## config.mk

```make
export PLATFORM = sky130hd
export DESIGN_NAME = roulette_wheel_selector_top_flat
export DESIGN_NICKNAME = d
export VERILOG_FILES = /design/src/rtl/rws_pkg.sv /design/src/rtl/rws_if.sv /design/src/rtl/rws_ctrl.sv /design/src/rtl/rws_datapath.sv /design/src/rtl/roulette_wheel_selector_top.sv /design/src/flat_wrapper.sv
export SDC_FILE = /design/constraint.sdc
export NUM_CORES = 2
export LEC_CHECK = 0
export BUFFER_PORTS_ARGS = -buffer_cell sky130_fd_sc_hd__buf_4
export CAP_MARGIN = 20
export CORE_MARGIN = 5
export CORE_UTILIZATION = 35
export DETAILED_ROUTE_END_ITERATION = 10
export PLACE_DENSITY = 0.55
export RECOVER_POWER = 25
export SLEW_MARGIN = 40
export SYNTH_ARGS = -nofsm -noshare
export SYNTH_HDL_FRONTEND = slang
export SYNTH_SLANG_ARGS = --single-unit
```

## constraint.sdc

```tcl
create_clock -name clk -period 14.56 [get_ports clk]
set_input_delay 2.912 -clock clk [delete_from_list [all_inputs] [get_ports clk]]
set_output_delay 2.912 -clock clk [all_outputs]
set_load 0.03 [all_outputs]
```

## src/rtl/rws_pkg.sv

```systemverilog
package rws_pkg;

    localparam int POP_MAX     = 64;
    localparam int IDX_W       = $clog2(POP_MAX);
    localparam int CNT_W       = IDX_W + 1;
    localparam int WEIGHT_BITS = 24;
    localparam int STORE_W     = WEIGHT_BITS - 1;
    localparam int TOTAL_W     = STORE_W + IDX_W;
    localparam int RAND_W      = 16;
    localparam int PROD_W      = RAND_W + TOTAL_W;
    localparam int POP_W       = 7;
    localparam int SEL_W       = 6;
    localparam int DIV_CNT_W   = $clog2(RAND_W + 1);

    localparam logic [POP_W-1:0] POP_RESET = POP_W'(64);

    localparam logic OP_LOAD   = 1'b0;
    localparam logic OP_SELECT = 1'b1;

    typedef enum logic [3:0] {
        ST_IDLE,
        ST_LOAD_RD,
        ST_LOAD_WR,
        ST_SEL_PREP,
        ST_SUM,
        ST_CHECK,
        ST_SCAN,
        ST_DIV,
        ST_FINISH
    } state_t;

    typedef struct packed {
        logic capture;
        logic load_rd;
        logic load_wr;
        logic use_total;
        logic scan_start;
        logic rd_issue;
        logic sum_latch;
        logic mul_thr;
        logic div_start;
        logic div_step;
        logic pick_hit;
        logic pick_last;
        logic pick_rem;
        logic out_load;
    } cmd_t;

    typedef struct packed {
        logic p_full;
        logic sum_done;
        logic sum_zero;
        logic hit;
        logic div_done;
        logic out_free;
    } status_t;

endpackage

```

## src/rtl/rws_if.sv

```systemverilog
interface rws_in_if import rws_pkg::*; ();
    logic                          valid;
    logic                          ready;
    logic                          operation;
    logic [IDX_W-1:0]              entry_index;
    logic signed [WEIGHT_BITS-1:0] fitness_weight;
    logic [RAND_W-1:0]             random_word;

    modport source (output valid, output operation, output entry_index,
                    output fitness_weight, output random_word, input ready);
    modport sink   (input valid, input operation, input entry_index,
                    input fitness_weight, input random_word, output ready);
endinterface

interface rws_out_if import rws_pkg::*; ();
    logic             valid;
    logic             ready;
    logic [SEL_W-1:0] selected_index;
    logic             used_uniform_fallback;

    modport source (output valid, output selected_index, output used_uniform_fallback,
                    input ready);
    modport sink   (input valid, input selected_index, input used_uniform_fallback,
                    output ready);
endinterface

```

## src/rtl/rws_ctrl.sv

```systemverilog
module rws_ctrl import rws_pkg::*;
(
    input  logic    clk,
    input  logic    rst_n,
    input  logic    in_valid,
    input  logic    in_op,
    output logic    in_ready,
    output cmd_t    cmd,
    input  status_t st
);

    state_t state_reg;
    state_t state_next;

    always_ff @(posedge clk or negedge rst_n)
    begin
        if (!rst_n)
        begin
            state_reg <= ST_IDLE;
        end
        else
        begin
            state_reg <= state_next;
        end
    end

    always_comb
    begin
        state_next = state_reg;
        unique case (state_reg)
            ST_IDLE:
            begin
                if (in_valid)
                begin
                    state_next = (in_op == OP_SELECT) ? ST_SEL_PREP : ST_LOAD_RD;
                end
            end
            ST_LOAD_RD:  state_next = ST_LOAD_WR;
            ST_LOAD_WR:  state_next = ST_IDLE;
            ST_SEL_PREP: state_next = st.p_full ? ST_CHECK : ST_SUM;
            ST_SUM:
            begin
                if (st.sum_done)
                begin
                    state_next = ST_CHECK;
                end
            end
            ST_CHECK:    state_next = st.sum_zero ? ST_DIV : ST_SCAN;
            ST_SCAN:
            begin
                if (st.hit || st.sum_done)
                begin
                    state_next = ST_FINISH;
                end
            end
            ST_DIV:
            begin
                if (st.div_done)
                begin
                    state_next = ST_FINISH;
                end
            end
            ST_FINISH:
            begin
                if (st.out_free)
                begin
                    state_next = ST_IDLE;
                end
            end
            default:     state_next = ST_IDLE;
        endcase
    end

    always_comb
    begin
        cmd      = '0;
        in_ready = 1'b0;
        unique case (state_reg)
            ST_IDLE:
            begin
                in_ready    = 1'b1;
                cmd.capture = in_valid;
            end
            ST_LOAD_RD:  cmd.load_rd = 1'b1;
            ST_LOAD_WR:  cmd.load_wr = 1'b1;
            ST_SEL_PREP:
            begin
                // full population: the running total is the sum already
                if (st.p_full)
                begin
                    cmd.use_total = 1'b1;
                end
                else
                begin
                    cmd.scan_start = 1'b1;
                end
            end
            ST_SUM:
            begin
                cmd.rd_issue  = 1'b1;
                cmd.sum_latch = st.sum_done;
            end
            ST_CHECK:
            begin
                if (st.sum_zero)
                begin
                    cmd.div_start = 1'b1;
                end
                else
                begin
                    cmd.mul_thr    = 1'b1;
                    cmd.scan_start = 1'b1;
                end
            end
            ST_SCAN:
            begin
                cmd.rd_issue = 1'b1;
                if (st.hit)
                begin
                    cmd.pick_hit = 1'b1;
                end
                else if (st.sum_done)
                begin
                    cmd.pick_last = 1'b1;
                end
            end
            ST_DIV:
            begin
                if (st.div_done)
                begin
                    cmd.pick_rem = 1'b1;
                end
                else
                begin
                    cmd.div_step = 1'b1;
                end
            end
            ST_FINISH:   cmd.out_load = st.out_free;
            default:     cmd = '0;
        endcase
    end

endmodule

```

## src/rtl/rws_datapath.sv

```systemverilog
module rws_datapath import rws_pkg::*;
(
    input  logic                          clk,
    input  logic                          rst_n,
    input  logic                          cfg_wr_en,
    input  logic [POP_W-1:0]              cfg_wr_data,
    input  logic [IDX_W-1:0]              entry_index,
    input  logic signed [WEIGHT_BITS-1:0] fitness_weight,
    input  logic [RAND_W-1:0]             random_word,
    input  cmd_t                          cmd,
    output status_t                       st,
    rws_out_if.source                     results
);

    logic [STORE_W-1:0] mem [POP_MAX];
    logic [POP_MAX-1:0] valid_reg;

    logic [POP_W-1:0]     pop_reg;
    logic [TOTAL_W-1:0]   total_reg;
    logic [IDX_W-1:0]     idx_reg;
    logic [STORE_W-1:0]   w_reg;
    logic [RAND_W-1:0]    rnd_reg;
    logic [CNT_W-1:0]     p_reg;
    logic [CNT_W-1:0]     cnt_reg;
    logic                 pend_reg;
    logic [IDX_W-1:0]     rd_idx_reg;
    logic [STORE_W-1:0]   rd_data_reg;
    logic                 rd_vld_reg;
    logic [TOTAL_W-1:0]   acc_reg;
    logic [TOTAL_W-1:0]   sum_reg;
    logic [PROD_W-1:0]    prod_reg;
    logic [RAND_W-1:0]    dvd_reg;
    logic [POP_W-1:0]     rem_reg;
    logic [DIV_CNT_W-1:0] dcnt_reg;
    logic [IDX_W-1:0]     pick_reg;
    logic                 fb_reg;
    logic                 out_valid_reg;
    logic [SEL_W-1:0]     out_idx_reg;
    logic                 out_fb_reg;

    logic [CNT_W-1:0]   p_next;
    logic               rd_en;
    logic [IDX_W-1:0]   rd_addr;
    logic [STORE_W-1:0] rd_word;
    logic [TOTAL_W-1:0] acc_sum;
    logic [TOTAL_W-1:0] thr;
    logic [POP_W:0]     trial;
    logic [POP_W:0]     trial_sub;

    // population of zero counts as one, anything beyond the store saturates
    always_comb
    begin
        priority if (pop_reg == '0)
        begin
            p_next = CNT_W'(1);
        end
        else if (int'(pop_reg) > POP_MAX)
        begin
            p_next = CNT_W'(POP_MAX);
        end
        else
        begin
            p_next = CNT_W'(pop_reg);
        end
    end

    assign rd_en   = cmd.load_rd || (cmd.rd_issue && (cnt_reg < p_reg));
    assign rd_addr = cmd.load_rd ? idx_reg : cnt_reg[IDX_W-1:0];
    assign rd_word = rd_vld_reg ? rd_data_reg : '0;
    assign acc_sum = acc_reg + TOTAL_W'(rd_word);
    assign thr     = prod_reg[PROD_W-1:RAND_W];

    assign trial     = {rem_reg, dvd_reg[RAND_W-1]};
    assign trial_sub = trial - {1'b0, POP_W'(p_reg)};

    assign st.p_full   = (p_reg == CNT_W'(POP_MAX));
    assign st.sum_done = (cnt_reg == p_reg) && !pend_reg;
    assign st.sum_zero = (sum_reg == '0);
    assign st.hit      = pend_reg && (acc_sum >= thr);
    assign st.div_done = (dcnt_reg == DIV_CNT_W'(RAND_W));
    assign st.out_free = !out_valid_reg || results.ready;

    always_ff @(posedge clk)
    begin
        if (cmd.load_wr)
        begin
            mem[idx_reg] <= w_reg;
        end
        if (rd_en)
        begin
            rd_data_reg <= mem[rd_addr];
        end
    end

    // control state
    always_ff @(posedge clk or negedge rst_n)
    begin
        if (!rst_n)
        begin
            valid_reg     <= '0;
            rd_vld_reg    <= 1'b0;
            pop_reg       <= POP_RESET;
            total_reg     <= '0;
            pend_reg      <= 1'b0;
            out_valid_reg <= 1'b0;
        end
        else
        begin
            if (cfg_wr_en)
            begin
                pop_reg <= cfg_wr_data;
            end
            if (rd_en)
            begin
                rd_vld_reg <= valid_reg[rd_addr];
            end
            if (cmd.load_wr)
            begin
                valid_reg[idx_reg] <= 1'b1;
                total_reg          <= total_reg - TOTAL_W'(rd_word) + TOTAL_W'(w_reg);
            end
            if (cmd.scan_start)
            begin
                pend_reg <= 1'b0;
            end
            else if (cmd.rd_issue)
            begin
                pend_reg <= (cnt_reg < p_reg);
            end
            if (cmd.out_load)
            begin
                out_valid_reg <= 1'b1;
            end
            else if (results.ready)
            begin
                out_valid_reg <= 1'b0;
            end
        end
    end

    // payload
    always_ff @(posedge clk)
    begin
        if (cmd.capture)
        begin
            idx_reg <= entry_index;
            w_reg   <= fitness_weight[WEIGHT_BITS-1] ? '0 : fitness_weight[STORE_W-1:0];
            rnd_reg <= random_word;
            p_reg   <= p_next;
        end

        if (cmd.scan_start)
        begin
            cnt_reg <= '0;
            acc_reg <= '0;
        end
        else if (cmd.rd_issue)
        begin
            if (cnt_reg < p_reg)
            begin
                cnt_reg    <= cnt_reg + 1'b1;
                rd_idx_reg <= cnt_reg[IDX_W-1:0];
            end
            if (pend_reg)
            begin
                acc_reg <= acc_sum;
            end
        end

        if (cmd.use_total)
        begin
            sum_reg <= total_reg;
        end
        else if (cmd.sum_latch)
        begin
            sum_reg <= acc_reg;
        end

        if (cmd.mul_thr)
        begin
            prod_reg <= PROD_W'(rnd_reg) * PROD_W'(sum_reg);
        end

        // restoring remainder, one dividend bit a cycle
        if (cmd.div_start)
        begin
            dvd_reg  <= rnd_reg;
            rem_reg  <= '0;
            dcnt_reg <= '0;
        end
        else if (cmd.div_step)
        begin
            dvd_reg  <= {dvd_reg[RAND_W-2:0], 1'b0};
            rem_reg  <= trial_sub[POP_W] ? trial[POP_W-1:0] : trial_sub[POP_W-1:0];
            dcnt_reg <= dcnt_reg + 1'b1;
        end

        if (cmd.pick_hit)
        begin
            pick_reg <= rd_idx_reg;
            fb_reg   <= 1'b0;
        end
        else if (cmd.pick_last)
        begin
            pick_reg <= IDX_W'(p_reg - 1'b1);
            fb_reg   <= 1'b0;
        end
        else if (cmd.pick_rem)
        begin
            pick_reg <= rem_reg[IDX_W-1:0];
            fb_reg   <= 1'b1;
        end

        if (cmd.out_load)
        begin
            out_idx_reg <= SEL_W'(pick_reg);
            out_fb_reg  <= fb_reg;
        end
    end

    assign results.valid                 = out_valid_reg;
    assign results.selected_index        = out_idx_reg;
    assign results.used_uniform_fallback = out_fb_reg;

endmodule

```

## src/rtl/roulette_wheel_selector_top.sv

```systemverilog
// Roulette-wheel selector. A load transfer writes one clamped weight (negative counts as zero)
// into a 64-entry store and returns nothing. A select transfer returns one index. With the
// full population in use the stored running total serves as the sum; with a smaller
// population a summing pass over the entries in use comes first. A zero sum gives a uniform
// pick, random_word modulo the population, from a 16-step remainder unit. The store reads one
// entry a cycle through its single port, and that scan sets the select time. One transfer is
// worked on at a time; a finished result waits in the output register while the next
// transfer is taken. The store is empty after reset with no clearing pass.
module roulette_wheel_selector_top import rws_pkg::*;
(
    input  logic             clk,
    input  logic             rst_n,
    input  logic             cfg_wr_en,
    input  logic [POP_W-1:0] cfg_wr_data,
    rws_in_if.sink           items,
    rws_out_if.source        results
);

    cmd_t    cmd;
    status_t st;
    logic    in_ready;

    assign items.ready = in_ready;

    rws_ctrl u_ctrl (
        .clk      (clk),
        .rst_n    (rst_n),
        .in_valid (items.valid),
        .in_op    (items.operation),
        .in_ready (in_ready),
        .cmd      (cmd),
        .st       (st)
    );

    rws_datapath u_datapath (
        .clk            (clk),
        .rst_n          (rst_n),
        .cfg_wr_en      (cfg_wr_en),
        .cfg_wr_data    (cfg_wr_data),
        .entry_index    (items.entry_index),
        .fitness_weight (items.fitness_weight),
        .random_word    (items.random_word),
        .cmd            (cmd),
        .st             (st),
        .results        (results)
    );

    // a load never produces a result
    assert property (@(posedge clk) disable iff (!rst_n)
        items.valid && items.ready && (items.operation == OP_LOAD) && !results.valid
        |=> !results.valid)
        else $error("result appeared after a load");

    // after a transfer in, the block is busy and the input is not ready in the cycle after
    assert property (@(posedge clk) disable iff (!rst_n)
        items.valid && items.ready |=> !items.ready)
        else $error("input taken again while busy");

    // a new result is only produced while an item is being worked on
    assert property (@(posedge clk) disable iff (!rst_n)
        $rose(results.valid) |-> !$past(items.ready))
        else $error("result raised while idle");

endmodule
```

## src/flat_wrapper.sv

```systemverilog
// flat-port wrapper written by rule: the top's interface ports become plain ports
module roulette_wheel_selector_top_flat import rws_pkg::*;
  (clk, rst_n, cfg_wr_en, cfg_wr_data, items_valid, items_operation, items_entry_index, items_fitness_weight, items_random_word, items_ready, results_valid, results_selected_index, results_used_uniform_fallback, results_ready);
  rws_in_if items_i ();
  rws_out_if results_i ();
  input  logic clk;
  input  logic rst_n;
  input  logic cfg_wr_en;
  input  logic [POP_W-1:0] cfg_wr_data;
  input wire logic [$bits(items_i.valid)-1:0] items_valid;
  input wire logic [$bits(items_i.operation)-1:0] items_operation;
  input wire logic [$bits(items_i.entry_index)-1:0] items_entry_index;
  input wire logic [$bits(items_i.fitness_weight)-1:0] items_fitness_weight;
  input wire logic [$bits(items_i.random_word)-1:0] items_random_word;
  output wire logic [$bits(items_i.ready)-1:0] items_ready;
  output wire logic [$bits(results_i.valid)-1:0] results_valid;
  output wire logic [$bits(results_i.selected_index)-1:0] results_selected_index;
  output wire logic [$bits(results_i.used_uniform_fallback)-1:0] results_used_uniform_fallback;
  input wire logic [$bits(results_i.ready)-1:0] results_ready;
  assign items_i.valid = items_valid;
  assign items_i.operation = items_operation;
  assign items_i.entry_index = items_entry_index;
  assign items_i.fitness_weight = items_fitness_weight;
  assign items_i.random_word = items_random_word;
  assign items_ready = items_i.ready;
  assign results_valid = results_i.valid;
  assign results_selected_index = results_i.selected_index;
  assign results_used_uniform_fallback = results_i.used_uniform_fallback;
  assign results_i.ready = results_ready;
  roulette_wheel_selector_top u_core (.clk(clk), .rst_n(rst_n), .cfg_wr_en(cfg_wr_en), .cfg_wr_data(cfg_wr_data), .items(items_i), .results(results_i));
endmodule
```

# After elaboration in Yosys (flattened, before gate mapping)
# Memories as Yosys holds them, arrays and structs flattened. A register that Yosys moved wholly into a read port is not among the register bits.
# Index checks and enable logic that the tools add are counted.
# totals
register_bits,317
latchBits,0
ram_bits,1472
mem_bits_ro,0
input_bits,59
output_inout_bits,9
mem_count,1
# op_classes
add_sub_neg,7
mul,1
n_div,0
magnitude_cmp,6
n_eq_ne,16
n_shift,0
n_mux,52
bitwise,2
n_reduce_logical,24
# memory_table
name,depth,width,read_ports,rd_ports_with_merged_regs,wr,line_no,text
u_core.u_datapath.mem,64,23,1,1,1,rws_datapath.sv:15,logic [STORE_W-1:0] mem [POP_MAX];
# op_table
cell,count
64-bit bitwise OR,1
29-bit by 23-bit adder with 29-bit output,2
29-bit 2-to-1 mux,2
16-bit by 29-bit multiplier with 45-bit output,1
16-bit 2-to-1 mux,2
4-bit case mux with 8 select lines,1
29-bit greater-or-equal comparator,1
29-bit zero test,1
1-bit 2-to-1 mux,29
29-bit by 23-bit subtractor with 29-bit output,1
6-bit 2-to-1 mux,4
23-bit 2-to-1 mux,1
4-bit 2-to-1 mux,5
4-bit by 3-bit == test with 1-bit output (second input constant),4
6-bit by 7-bit less-than comparator with 1-bit output (second input constant),2
7-bit 2-to-1 mux,2
4-bit by 2-bit == test with 1-bit output (second input constant),2
2-bit != test (second input constant),4
2-bit nonzero test,4
8-bit by 7-bit subtractor with 8-bit output,1
7-bit by 1-bit adder with 7-bit output (second input constant),1
7-bit == test,1
7-bit == test (second input constant),1
7-bit > comparator (second input constant),1
23 further kinds,34

# Longest topological paths before layout
# logic_depth
word_depth,8
depth_mapped,26
depth_no_buf,25

# Modules after synthesis
# From an unflattened synthesis, not the netlist that was laid out.
# unflattened
hier_cells,5763
area_unflattened_um2,88040.7
# modules_own_cells
mod,n_inst,cells_each,area_each_um2,seq_area_each_um2
rws_datapath,1,5707,87587.8,52806.9
rws_ctrl,1,56,452.9,100.1

# Least setup slack after synthesis
# OpenSTA, ideal clock, no wires.
# synth_timing
path_kind,reg2reg
startpoint,reg u_core.u_datapath.rnd_reg[1]
endpoint,"reg u_core.u_datapath.prod_reg[32], data pin"
arrival_time_ps,6340
t_required_ps,14302
path_slack_ps,7962
stages_incl_launch_ff,25
n_path_buf,2
period_less_slack_ps,6598
path_cell_list,edfxtp_1 -> clkbuf_1 -> clkbuf_1 -> nand2_1 -> fa_1 -> fa_1 -> fa_1 -> inv_1 -> fa_1 -> fa_1 -> inv_1 -> fa_1 -> inv_1 -> ha_1 -> a21oi_1 -> nand2_1 -> nor4_2 -> o21bai_1 -> a221o_1 -> a221oi_2 -> o21bai_2 -> a21o_1 -> a21o_1 -> a21oi_2 -> xnor2_1
# synth_via
elab_chain_cells,1
# synth_lines
item,line_no,text
"start, declared",rws_datapath.sv:22,logic [RAND_W-1:0] rnd_reg;
"start signal, assigned",rws_datapath.sv:148,rnd_reg <= random_word;
16-bit by 29-bit multiplier with 45-bit output,rws_datapath.sv:181,prod_reg <= PROD_W'(rnd_reg) * PROD_W'(sum_reg);
"end signal, assigned",rws_datapath.sv:181,
"end, declared",rws_datapath.sv:31,logic [PROD_W-1:0] prod_reg;
# Every way passes these cells.
# A chain may end at the register's enable or synchronous reset.

# Worst setup path in the final report
# layout_timing
startpoint,reg u_core.u_datapath.sum_reg[7]
endpoint,"reg u_core.u_datapath.prod_reg[43], data pin"
# layout_via
elab_chain_cells,1
# layout_lines
item,line_no,text
"start, declared",rws_datapath.sv:30,logic [TOTAL_W-1:0] sum_reg;
"start signal, assigned",rws_datapath.sv:172,sum_reg <= total_reg;
"start signal, assigned",rws_datapath.sv:176,sum_reg <= acc_reg;
16-bit by 29-bit multiplier with 45-bit output,rws_datapath.sv:181,
# Every way passes these cells.

==> run metrics <==
Pleak 0.0367 uW; CP max-delay cell edfxtp_1; flops & latches, synth 1796; Detailed Routing Iterations Pass 1 6; # nets final 7387; commonest non-fill, non-tap cells in the layout edfxtp_1 (1640), nand2_1 (1362), inv_1 (558); Largest stage delay, worst path 0.78 ns; Yosys top cell area share 55.8%; Main synth FF type edfxtp_1; P_int 11500 uW; P&R area growth vs syn 12.6%; post-CTS resize count 0; run status finished, violations left; Synth warnings 0; Die Wd 512 um; global route total overflow 0; final WL 242000 um; die area 262000 sq um; Seq pwr share 33.8%; Core Util, Final 39.5%; Multi-input gate area 32100 sq um; Fillers 23.4k; Req. time, crit path 15.10 ns; cell taking the most area after synthesis edfxtp_1; first-pass GRT wire length 362000 um; # IOs 68; vias in the first global route 54.0k; Setup crit start kind flop; Worst Setup Slack, final 7.19 ns; Seq/Total Area, Yosys 60.0%; min-delay worst type flop to flop; Critical Path Fanout Max 17; WL/cell 23.7 um; drt first-iter violations 5034; delay-heaviest family, CP adder cells; max reg flops 1472; largest net degree at the start of global routing 140; critical path buffer and inverter count 5; Max-slew headroom -165%; CTS Root Cell clkbuf_16; critical path class flop to flop; Comb pwr share 40.7%; Fin Hold WS 0.426 ns; syn nets 7315; Worst EP arrival 7.91 ns; TritonCTS Sinks 1796; Port Buffers 67; failing checks max-capacitance violations, max-slew violations; register area 52900 sq um; commonest non-fill, non-tap cell in the layout edfxtp_1; Clock Tree Buf Depth 3; CTS Buf Count 185; PD cells 184 nW/um^2; most used cell along the critical path fa_1; fmax 0.136 GHz; Synth area leaders edfxtp_1 (56%), fa_1 (9.1%), nand2_1 (5.8%); Switch Pwr 6790 uW; CTS H-Tree Depth 4; Final HPWL DP 144000 um; Sw Share 37.1%; Peak VDD IR 0.139 mV; ratio of final minimum period to clock period 50.6%; DR DRC count 0; RSZ-0062 raised after global routing false; Post-CTS Setup Bufs 0; FP Rows 184; Final min period 7.37 ns; Layout Skew 0.0628 ns; asr flop ratio synth 5.96%; Die Ht 512 um; worst slew pin tran 3.97 ns; Clock Latency Late Sink 0.82 ns; via/cell ratio 5.24; Max Slew Vio Count 976; fraction of layout cells with a size suffix above 1 13.0%; # setup viols final 0; Fin Setup TNS 0 ns; mean area per synthesized cell 13.3 sq um; # Max-Cap Violations 17; dpl ws 7.16 ns; CTS tree built; gr usage total 18.2%; EDFF count, synth 1640; initial antenna violation count 9; Final Hold Vio Count 0; initial core utilization 35.1%; cell breakdown of the critical path nand2_1, fa_1, inv_1, fa_1, inv_1, fa_1, inv_1, fa_1, fa_1, inv_1, fa_1, inv_1, ha_1, a21oi_1, nand2_1, nor4_2, nor3_1, o22a_1, a21boi_0, o21ai_0, a21o_1, a21oi_1, a21oi_1, xor2_1; GP Congestion 0.814; detailed-route via count 53.6k; Cell variety after synth 77; Gate Count Post-Synth 6643; Core Footprint 251000 sq um; Post-Syn Area 88200 sq um; hold_buf cts 0; CTS clk-pin slew, worst paths 0.06 ns; kind of end point of the critical path flop; clock share of power 25.4%; ANT nets after route 0
## metal layers
metal  wire length (um)  global-route usage (%)
met1             105000                    25.2
met2             117000                    30.0
met3              14300                    2.63
met4               6290                    4.71
met5                 13                       0
## cell usage after synthesis, types with 140 or more instances
cell / count
a311oi_1: 232
inv_1: 558
fa_1: 400
a21oi_1: 140
clkbuf_1: 225
nand3_1: 213
nor2_1: 140
nand2_1: 1362
ha_1: 213
and2_1: 226
edfxtp_1: 1640
mux4_2: 198
## through the flow
step / power, uW / instances / instance area (sq um)
global route: 19500 / 10200 / 99300
CTS: 18500 / 10200 / 99300
global placement: 13700 / 9856 / 92900
floorplan: 11800 / 6643 / 88200
finish: 18300 / 10200 / 99300
detailed placement: 13700 / 9874 / 93400
## cell families after synthesis
group | after synthesis | synth area share (%)
compound gates | 701 | 5.52
xor+xnor | 95 | 0.943
fa+ha+maj | 613 | 12.1
buf+inv | 922 | 4.16
flops | 1796 | 60.0
mux | 250 | 5.71
simple gates | 2266 | 11.6
## power groups by stage
stage	Sequential, uW	Clock [uW]	Combinational (uW)
after floorplan	6260	0	5530
after global placement	6290	0	7370
after detailed placement	6290	0	7450
after CTS	6190	4760	7530
after global routing	6220	4990	8320
final	6190	4660	7450
## layout make-up
type	instances	area share [%]
Clock inverter	88	0.836
Clock buffer	256	5.15
Inverter	558	2.11
Antenna cell	2	0.00504
Timing Repair Buffer	249	2.06
Multi-Input combinational cell	3925	32.3
Sequential cell	1796	53.3
Tap cell	3348	4.22
## path summary, 6_finish.rpt
| kind | start | endpoint | slack, ns | cells after the start |
|---|---|---|---|---|
| max | u_core.u_datapath.sum_reg[7] | u_core.u_datapath.prod_reg[43] | 7.19 | 24 |
| min | u_core.u_datapath.pick_reg[1] | u_core.u_datapath.results.selected_index[1] | 0.43 | 0 |
| max reg2reg | u_core.u_datapath.sum_reg[7] | u_core.u_datapath.prod_reg[43] | 7.19 | 24 |
| min reg2reg | u_core.u_datapath.pick_reg[1] | u_core.u_datapath.results.selected_index[1] | 0.43 | 0 |
| max in group asynchronous | rst_n | u_core.u_ctrl.state_reg[2] | 11.38 | 2 |
| min in group asynchronous | rst_n | u_core.u_datapath.valid_reg[45] | 2.09 | 1 |
Power figures use the tool's default switching activity.
